==> src/rtl/mmss_pkg.sv <==
`timescale 1ns / 1ps
`default_nettype none

package mmss_pkg;

  // Request kinds, carried on tuser
  localparam logic [1:0] KIND_TICK     = 2'd0;
  localparam logic [1:0] KIND_SHOW_TIME = 2'd1;
  localparam logic [1:0] KIND_SHOW_SET = 2'd2;
  localparam logic [1:0] KIND_BLINK    = 2'd3;

  // Blink modes
  localparam logic [1:0] BLINK_NONE    = 2'd0;
  localparam logic [1:0] BLINK_MINUTES = 2'd1;
  localparam logic [1:0] BLINK_SECONDS = 2'd2;
  localparam logic [1:0] BLINK_COLON   = 2'd3;

  // Setting ids
  localparam logic [1:0] SET_PRENOTIFY = 2'd0;
  localparam logic [1:0] SET_LONG      = 2'd1;
  localparam logic [1:0] SET_EACH_MIN  = 2'd2;

  // Letter patterns, gfedcba
  localparam logic [6:0] SEG_P     = 7'h73;
  localparam logic [6:0] SEG_N     = 7'h54;
  localparam logic [6:0] SEG_L     = 7'h38;
  localparam logic [6:0] SEG_E     = 7'h79;
  localparam logic [6:0] SEG_O     = 7'h3F;
  localparam logic [6:0] SEG_F     = 7'h71;
  localparam logic [6:0] SEG_BLANK = 7'h00;

  localparam logic [12:0] MAX_SECONDS = 13'd5999;
  localparam logic [6:0]  MAX_VALUE   = 7'd99;
  localparam logic [15:0] HALF_PERIOD_RESET = 16'd500;

  // 4369 / 2^18 sits just under 1/60, so the estimate is low by at most one
  localparam logic [12:0] RECIP_60 = 13'd4369;
  localparam int          RECIP_60_SHIFT = 18;
  // 205 / 2^11 is exact for division by ten below 1024
  localparam logic [7:0]  RECIP_10 = 8'd205;
  localparam int          RECIP_10_SHIFT = 11;

  typedef struct packed {
    logic        showing_setting;
    logic [15:0] seconds;
    logic [1:0]  setting_id;
    logic [7:0]  setting_value;
    logic [1:0]  mode;
    logic        phase;
  } view_t;

  typedef struct packed {
    logic       colon;
    logic [6:0] dig3;
    logic [6:0] dig2;
    logic [6:0] dig1;
    logic [6:0] dig0;
  } disp_t;

  function automatic logic [6:0] digit_seg(input logic [3:0] d);
    logic [6:0] s;
    case (d)
      4'd0:    s = 7'h3F;
      4'd1:    s = 7'h06;
      4'd2:    s = 7'h5B;
      4'd3:    s = 7'h4F;
      4'd4:    s = 7'h66;
      4'd5:    s = 7'h6D;
      4'd6:    s = 7'h7D;
      4'd7:    s = 7'h07;
      4'd8:    s = 7'h7F;
      4'd9:    s = 7'h6F;
      default: s = 7'h00;
    endcase
    return s;
  endfunction

  // Tens and units of a value up to 99, packed {tens, units}
  function automatic logic [7:0] split_tens(input logic [6:0] x);
    logic [14:0] prod;
    logic [3:0]  tens;
    logic [6:0]  units;
    prod  = 15'(x) * 15'(RECIP_10);
    tens  = prod[RECIP_10_SHIFT +: 4];
    units = x - (7'(tens) * 7'd10);
    return {tens, units[3:0]};
  endfunction

endpackage

`default_nettype wire

==> src/rtl/mmss_fmt.sv <==
`timescale 1ns / 1ps
`default_nettype none

// Turns the display state into four digit patterns and the colon.
module mmss_fmt (
  input  wire mmss_pkg::view_t view,
  output mmss_pkg::disp_t      disp
);

  logic [12:0] t_sat;
  logic [25:0] t_prod;
  logic [6:0]  mins_est;
  logic [12:0] rem_est;
  logic [6:0]  mins;
  logic [5:0]  secs;
  logic [7:0]  mins_bcd;
  logic [7:0]  secs_bcd;
  logic [6:0]  val_sat;
  logic [7:0]  val_bcd;
  logic [6:0]  d0, d1, d2, d3;

  always_comb begin
    t_sat = (view.seconds > 16'(mmss_pkg::MAX_SECONDS)) ? mmss_pkg::MAX_SECONDS
                                                         : view.seconds[12:0];
    t_prod   = 26'(t_sat) * 26'(mmss_pkg::RECIP_60);
    mins_est = t_prod[mmss_pkg::RECIP_60_SHIFT +: 7];
    rem_est  = t_sat - (13'(mins_est) * 13'd60);
    // estimate may be one short
    if (rem_est >= 13'd60) begin
      mins = mins_est + 7'd1;
      secs = 6'(rem_est - 13'd60);
    end else begin
      mins = mins_est;
      secs = rem_est[5:0];
    end
    mins_bcd = mmss_pkg::split_tens(mins);
    secs_bcd = mmss_pkg::split_tens({1'b0, secs});

    val_sat = (view.setting_value > 8'(mmss_pkg::MAX_VALUE)) ? mmss_pkg::MAX_VALUE
                                                              : view.setting_value[6:0];
    val_bcd = mmss_pkg::split_tens(val_sat);

    d0 = mmss_pkg::SEG_BLANK;
    d1 = mmss_pkg::SEG_BLANK;
    d2 = mmss_pkg::SEG_BLANK;
    d3 = mmss_pkg::SEG_BLANK;
    if (view.showing_setting) begin
      case (view.setting_id)
        mmss_pkg::SET_PRENOTIFY: begin
          d0 = mmss_pkg::SEG_P;
          d1 = mmss_pkg::SEG_N;
          d2 = mmss_pkg::digit_seg(val_bcd[7:4]);
          d3 = mmss_pkg::digit_seg(val_bcd[3:0]);
        end
        mmss_pkg::SET_LONG, mmss_pkg::SET_EACH_MIN: begin
          d0 = (view.setting_id == mmss_pkg::SET_LONG) ? mmss_pkg::SEG_L
                                                        : mmss_pkg::SEG_E;
          d1 = mmss_pkg::SEG_N;
          d2 = mmss_pkg::SEG_O;
          d3 = (view.setting_value != 8'd0) ? mmss_pkg::SEG_N : mmss_pkg::SEG_F;
        end
        default: begin
          d0 = mmss_pkg::SEG_BLANK;
        end
      endcase
    end else begin
      d0 = mmss_pkg::digit_seg(mins_bcd[7:4]);
      d1 = mmss_pkg::digit_seg(mins_bcd[3:0]);
      d2 = mmss_pkg::digit_seg(secs_bcd[7:4]);
      d3 = mmss_pkg::digit_seg(secs_bcd[3:0]);
    end

    if (view.mode == mmss_pkg::BLINK_MINUTES && !view.phase) begin
      d0 = mmss_pkg::SEG_BLANK;
      d1 = mmss_pkg::SEG_BLANK;
    end
    if (view.mode == mmss_pkg::BLINK_SECONDS && !view.phase) begin
      d2 = mmss_pkg::SEG_BLANK;
      d3 = mmss_pkg::SEG_BLANK;
    end

    disp.dig0  = d0;
    disp.dig1  = d1;
    disp.dig2  = d2;
    disp.dig3  = d3;
    disp.colon = (view.mode != mmss_pkg::BLINK_COLON) || view.phase;
  end

endmodule

`default_nettype wire

==> src/rtl/mmss_seven_segment_blink_formatter.sv <==
`timescale 1ns / 1ps
`default_nettype none

// Four-digit seven-segment MM:SS formatter with blinking. Requests come in on
// the slave stream with the request kind on s_tuser (tick, show time, show
// setting, set blink mode); each request that changes what is visible, and
// each blink phase toggle, produces one refresh on the master stream holding
// the four digit patterns (gfedcba, leftmost digit in the lowest bits) and the
// colon. Repeated shows of an unchanged view and ticks that do not toggle the
// phase produce nothing. Throughput is one request per clock while the master
// stream is not stalled; an accepted request lands in the input register and
// its formatted refresh then in the result register, which presents it on the
// master stream. A stalled refresh holds the request behind it in the input
// register. The blink half period (milliseconds, reset 500) is written through
// cfg_wen/cfg_wdata and may only change while no request is in flight.
module mmss_seven_segment_blink_formatter (
  input  wire        clk,
  input  wire        rst,
  // slave request stream
  input  wire        s_tvalid,
  output logic       s_tready,
  // tdata: time_seconds[15:0], setting_id[17:16], setting_value[25:18],
  //        blink_mode[27:26], blink_start_phase[28], zero pad[31:29]
  input  wire [31:0] s_tdata,
  // tuser: kind[1:0]
  input  wire [1:0]  s_tuser,
  // master refresh stream
  output logic       m_tvalid,
  input  wire        m_tready,
  // tdata: digit0_segments[6:0], digit1_segments[13:7], digit2_segments[20:14],
  //        digit3_segments[27:21], colon_on[28], zero pad[31:29]
  output logic [31:0] m_tdata,
  // blink half period register
  input  wire        cfg_wen,
  input  wire [15:0] cfg_wdata
);

  // input register
  logic        in_valid;
  logic [1:0]  in_kind;
  logic [28:0] in_data;

  // display state
  logic        showing_setting, showing_setting_next;
  logic [15:0] shown_seconds, shown_seconds_next;
  logic [1:0]  shown_setting_id, shown_setting_id_next;
  logic [7:0]  shown_setting_value, shown_setting_value_next;
  logic [1:0]  blink_mode, blink_mode_next;
  logic        blink_phase, blink_phase_next;
  logic [15:0] blink_countdown, blink_countdown_next;
  logic [15:0] half_period;

  logic        emit;
  logic        fire;

  logic [15:0] req_seconds;
  logic [1:0]  req_setting_id;
  logic [7:0]  req_setting_value;
  logic [1:0]  req_mode;
  logic        req_phase;

  mmss_pkg::view_t view_next;
  mmss_pkg::disp_t disp;

  assign req_seconds       = in_data[15:0];
  assign req_setting_id    = in_data[17:16];
  assign req_setting_value = in_data[25:18];
  assign req_mode          = in_data[27:26];
  assign req_phase         = in_data[28];

  // the stage moves whenever the result slot is free or draining
  assign fire     = in_valid && (!m_tvalid || m_tready);
  assign s_tready = !in_valid || fire;

  always_ff @(posedge clk) begin
    if (rst) begin
      in_valid <= 1'b0;
    end else if (s_tready) begin
      in_valid <= s_tvalid;
    end
  end

  always_ff @(posedge clk) begin
    if (s_tready && s_tvalid) begin
      in_kind <= s_tuser;
      in_data <= s_tdata[28:0];
    end
  end

  always_ff @(posedge clk) begin
    if (rst) begin
      half_period <= mmss_pkg::HALF_PERIOD_RESET;
    end else if (cfg_wen) begin
      half_period <= cfg_wdata;
    end
  end

  // request decode
  always_comb begin
    showing_setting_next     = showing_setting;
    shown_seconds_next       = shown_seconds;
    shown_setting_id_next    = shown_setting_id;
    shown_setting_value_next = shown_setting_value;
    blink_mode_next          = blink_mode;
    blink_phase_next         = blink_phase;
    blink_countdown_next     = blink_countdown;
    emit                     = 1'b0;
    case (in_kind)
      mmss_pkg::KIND_TICK: begin
        if (blink_mode != mmss_pkg::BLINK_NONE) begin
          if (blink_countdown != 16'd0) begin
            blink_countdown_next = blink_countdown - 16'd1;
          end else begin
            blink_phase_next     = !blink_phase;
            blink_countdown_next = half_period;
            emit                 = 1'b1;
          end
        end
      end
      mmss_pkg::KIND_SHOW_TIME: begin
        if (showing_setting || shown_seconds != req_seconds) begin
          showing_setting_next = 1'b0;
          shown_seconds_next   = req_seconds;
          emit                 = 1'b1;
        end
      end
      mmss_pkg::KIND_SHOW_SET: begin
        if (!showing_setting || shown_setting_id != req_setting_id ||
            shown_setting_value != req_setting_value) begin
          blink_mode_next          = mmss_pkg::BLINK_SECONDS;
          blink_phase_next         = 1'b1;
          blink_countdown_next     = half_period;
          showing_setting_next     = 1'b1;
          shown_setting_id_next    = req_setting_id;
          shown_setting_value_next = req_setting_value;
          emit                     = 1'b1;
        end
      end
      mmss_pkg::KIND_BLINK: begin
        blink_mode_next = req_mode;
        // mode none keeps phase and countdown as they are
        if (req_mode != mmss_pkg::BLINK_NONE) begin
          blink_phase_next     = req_phase;
          blink_countdown_next = half_period;
        end
        emit = 1'b1;
      end
      default: begin
        emit = 1'b0;
      end
    endcase
  end

  always_ff @(posedge clk) begin
    if (rst) begin
      showing_setting     <= 1'b0;
      shown_seconds       <= 16'd0;
      shown_setting_id    <= 2'd0;
      shown_setting_value <= 8'd0;
      blink_mode          <= mmss_pkg::BLINK_NONE;
      blink_phase         <= 1'b0;
      blink_countdown     <= 16'd0;
    end else if (fire) begin
      showing_setting     <= showing_setting_next;
      shown_seconds       <= shown_seconds_next;
      shown_setting_id    <= shown_setting_id_next;
      shown_setting_value <= shown_setting_value_next;
      blink_mode          <= blink_mode_next;
      blink_phase         <= blink_phase_next;
      blink_countdown     <= blink_countdown_next;
    end
  end

  assign view_next.showing_setting = showing_setting_next;
  assign view_next.seconds         = shown_seconds_next;
  assign view_next.setting_id      = shown_setting_id_next;
  assign view_next.setting_value   = shown_setting_value_next;
  assign view_next.mode            = blink_mode_next;
  assign view_next.phase           = blink_phase_next;

  mmss_fmt u_fmt (
    .view (view_next),
    .disp (disp)
  );

  // result register
  always_ff @(posedge clk) begin
    if (rst) begin
      m_tvalid <= 1'b0;
    end else if (fire) begin
      m_tvalid <= emit;
    end else if (m_tready) begin
      m_tvalid <= 1'b0;
    end
  end

  always_ff @(posedge clk) begin
    if (fire && emit) begin
      m_tdata <= {3'b000, disp};
    end
  end

  // a tick with blinking off never refreshes
  a_tick_idle_silent: assert property (@(posedge clk) disable iff (rst)
    fire && in_kind == mmss_pkg::KIND_TICK && blink_mode == mmss_pkg::BLINK_NONE
    |=> !m_tvalid)
    else $error("refresh produced by tick with blinking off");

  // a blink mode request always refreshes
  a_blink_refresh: assert property (@(posedge clk) disable iff (rst)
    fire && in_kind == mmss_pkg::KIND_BLINK |=> m_tvalid)
    else $error("blink mode request produced no refresh");

  // showing a setting leaves the setting view selected
  a_set_view: assert property (@(posedge clk) disable iff (rst)
    fire && in_kind == mmss_pkg::KIND_SHOW_SET |=> showing_setting)
    else $error("setting view not selected after show setting");

  // a dark colon only comes from colon blinking in the off phase
  a_colon_dark: assert property (@(posedge clk) disable iff (rst)
    m_tvalid && !m_tdata[28] |-> blink_mode == mmss_pkg::BLINK_COLON && !blink_phase)
    else $error("colon dark outside colon blink off phase");

endmodule

`default_nettype wire
==> config.mk <==
export PLATFORM = sky130hd
export DESIGN_NAME = mmss_seven_segment_blink_formatter
export DESIGN_NICKNAME = d
export VERILOG_FILES = /design/src/rtl/mmss_pkg.sv /design/src/rtl/mmss_fmt.sv /design/src/rtl/mmss_seven_segment_blink_formatter.sv
export SDC_FILE = /design/constraint.sdc
export NUM_CORES = 1
export LEC_CHECK = 0
export ABC_AREA = 1
export BUFFER_PORTS_ARGS = -buffer_cell sky130_fd_sc_hd__buf_2
export CAP_MARGIN = 20
export CORE_AREA = 2 2 154 156
export CTS_BUF_LIST = sky130_fd_sc_hd__clkbuf_16
export CTS_CLUSTER_SIZE = 8
export DETAILED_ROUTE_END_ITERATION = 12
export DIE_AREA = 0 0 156 158
export GPL_TIMING_DRIVEN = 0
export PLACE_DENSITY_LB_ADDON = 0.25
export SYNTH_ARGS = -nofsm -noshare
export SYNTH_HDL_FRONTEND = slang
export SYNTH_SLANG_ARGS = --single-unit
==> constraint.sdc <==
create_clock -name clk -period 24.6 [get_ports clk]
set_input_delay 3.69 -clock clk [delete_from_list [all_inputs] [get_ports clk]]
set_output_delay 3.69 -clock clk [all_outputs]
set_load 0.03 [all_outputs]
==> flow_summary.toml <==
[floorplan]
die_y_um = 158
ioPinCount = 89
die-area_sq_mm = 0.0246
die_w_um = 156
num_rows = 56
floorplan.initialDensity_pct = 53.9
core_sq_mm = 0.0231

[sta]
rsz0062_at_grt = "no"
finalSetupTns_ps = 0
setup_viol = 0
worst_pin_slew_ps = 900
finalCritPeriodShare_pct = 56.0
min_period_ps = 13780
relSlewSlack_pct = 39.3
fmax_mhz = 72.6
hold_viol = 0
maxSlewViolCount = 0
skew_ps = 10.6

[critical_path]
ff2ff_setup_slack_ps = 10820
max_stage_delay_ps = 480
reg2reg_to = "m_tdata[26]$_SDFFCE_PP0P_"
reg2reg_depth = 71
worst-setup-path-type = "reg -> reg"
crit_fanout = 10
critical_path.slowest_cell = "fa_1"
crit_path_frequent_cell = "nand2_1"
end_kind = "flop"
r2r_start = "in_kind[1]$_DFFE_PP_"
critical_path_required_ps = 24760
start_kind = "flop"
worst_ep_arrival_time_ps = 13940

[synth]
synth_cell_types = 61
postSynthAreaPerCell_sq_um = 7.68
synth_warnings = 0
synth_enable_flop_cells = 60
ys_ff_latch = 124
synthCells = 1620
synthArstFlopShare_pct = 0
synth_area_sq_mm = 0.0124
synth_ff_type = "dfxtp_1"
yosysSeqAreaShare_pct = 24.8

[hold_path]
hold_class = "reg -> reg"
worstHoldEndpoint = "half_period[14]$_SDFFE_PP0P_"
holdPathStages = 2
hold_path_startpoint = "half_period[14]$_SDFFE_PP0P_"

[status]
status = "finished clean"

[final_layout]
final_nets = 2020
layout-drive-gt1-share_pct = 11.2
antenna_cells = 0
syn_to_final_growth_pct = 11.3
layout_commonest_cell = "nand2_1"
mostFrequentLayoutCells = "295 x nand2_1, 261 x inv_1, 203 x ha_1"
fin_cells = 2028

[clock_network]
postCtsHoldBufs = 0
numClockSinks = 124
cts_tree = "done"
clk_path_buf_depth = 2
clock_latency_ps = 430
numCtsBuffers = 17
ctsResizeCount = 0
cts_max_level = 4
postCtsSetupBuffers = 0
root_buffer = "clkbuf_16"
clk_pin_slew_ps = 60

[global_routing]
antenna_found_initial = 0
grt_usage_pct = 23.7
grt_max_degree = 22
gr-total-overflow = 0
grt_pass1_vias = 10500
grt_pass1_wl_mm = 47.6

[placement]
hpwlAfterDp_mm = 22.6
gp_congestion = 0.900
port_buffers = 81
placed_cells = 1996

[route]
wl_mm = 27.8
dr.pass1.iters = 7
drt_iter0_markers = 555
drc = 0
num_vias = 10700
drt-wirelength-per-cell_um = 13.7
viasPerCell = 5.27
antenna_left = 0

[run]
drv_cap = 0
worst max-delay path, delay by kind of cell, from the launching register on:
| kind | cells | cell delay, ps |
|---|---|---|
| xor+xnor | 5 | 1240 |
| compound gates | 10 | 1950 |
| buf+inv | 13 | 1490 |
| simple gates | 28 | 3100 |
| flops | 1 | 440 |
| fa+ha+maj | 15 | 5230 |
per-stage QoR:
stage          worst slack [ps]  utilization, %  hold slack (ps)  area (sq um)
2_1_floorplan             12470               -              429         12400
3_3_place_gp              11060            57.3              445         13200
3_5_place_dp              10850            57.5              444         13300
4_1_cts                   10770            60.0              460         13800
5_1_grt                    9500            60.0              483         13800
6_report                  10820            60.0              463         13800
flip-flops by register name, summed over array words and instances, names as in the netlist, 2 cells and up:
name and cells:
half_period 16, shown_seconds 16, shown_setting_id 2, m_tdata 29, in_data 29, blink_mode 2
blink_countdown 16, in_kind 2, shown_setting_value 8
routing by layer:
layer | share of wire, % | up-vias | GRT usage (%)
met5 | 0 | - | 0
met2 | 49 | 196 | 42.5
met3 | 3.2 | 44 | 2.98
li1 | - | 5532 | -
met4 | 2.3 | 0 | 8.65
met1 | 45 | 4909 | 29.3
cells by family after synthesis:
| kind of cell | after synthesis | synth area share, % |
|---|---|---|
| other | 1 | 0.0302 |
| buffers and inverters | 304 | 9.46 |
| multiplexers | 1 | 0.0805 |
| XOR/XNOR | 66 | 5.16 |
| AND/OR/NAND/NOR | 591 | 20.8 |
| flip-flops | 124 | 24.8 |
| AO/OA/AOI/OAI | 293 | 13.3 |
| adder cells (fa/ha/maj) | 240 | 26.4 |
synth_stat cells, drive strengths merged (2+ instances only):
master	n	area (sq um)
o31ai	3	22.5
a211oi	11	82.6
a21boi	2	15.0
nor4	7	43.8
edfxtp	60	1800
nand3	82	445
clkbuf	24	90.1
or2	16	100
xnor2	22	200
inv	270	1010
ha	203	2540
nand2	320	1290
nand3b	4	30.0
dfxtp	64	1280
o21bai	9	82.6
o21a	3	22.5
o211ai	5	37.5
a21oi	120	619
nor3	8	40.0
clkinv	3	11.3
buf	7	61.3
o2111ai	6	52.6
nand4	13	81.3
fa	37	741
a221oi	3	26.3
nor2	137	534
xor2	44	442
o22ai	2	12.5
o21ai	116	581
a31oi	7	43.8
layout make-up:
| cell class | instances | area [sq um] |
|---|---|---|
| plain buffers | 31 | 151 |
| clock buffers | 17 | 425 |
| clock inverters | 15 | 151 |
| fillers | 2092 | 9210 |
| inverters | 273 | 1020 |
| multi-input cells | 1194 | 8190 |
| flip-flops and latches | 124 | 3080 |
| well taps | 290 | 363 |
| repair buffers | 84 | 455 |
how the worst max path moves through the flow:
stage                               from                         to  slack (ps)  cells past startpoint
floorplan           in_kind[0]$_DFFE_PP_   m_tdata[7]$_SDFFCE_PP0P_       12470                     70
global placement    in_kind[1]$_DFFE_PP_  m_tdata[13]$_SDFFCE_PP0P_       11060                     74
detailed placement  in_kind[1]$_DFFE_PP_  m_tdata[26]$_SDFFCE_PP0P_       10850                     71
CTS                 in_kind[1]$_DFFE_PP_  m_tdata[26]$_SDFFCE_PP0P_       10770                     71
global route        in_kind[1]$_DFFE_PP_  m_tdata[13]$_SDFFCE_PP0P_        9500                     76
finish              in_kind[1]$_DFFE_PP_  m_tdata[26]$_SDFFCE_PP0P_       10820                     71
Power is left out: the tool's default activity adds up to more than one toggle a clock period on the data nets, which glitch-free logic cannot reach.
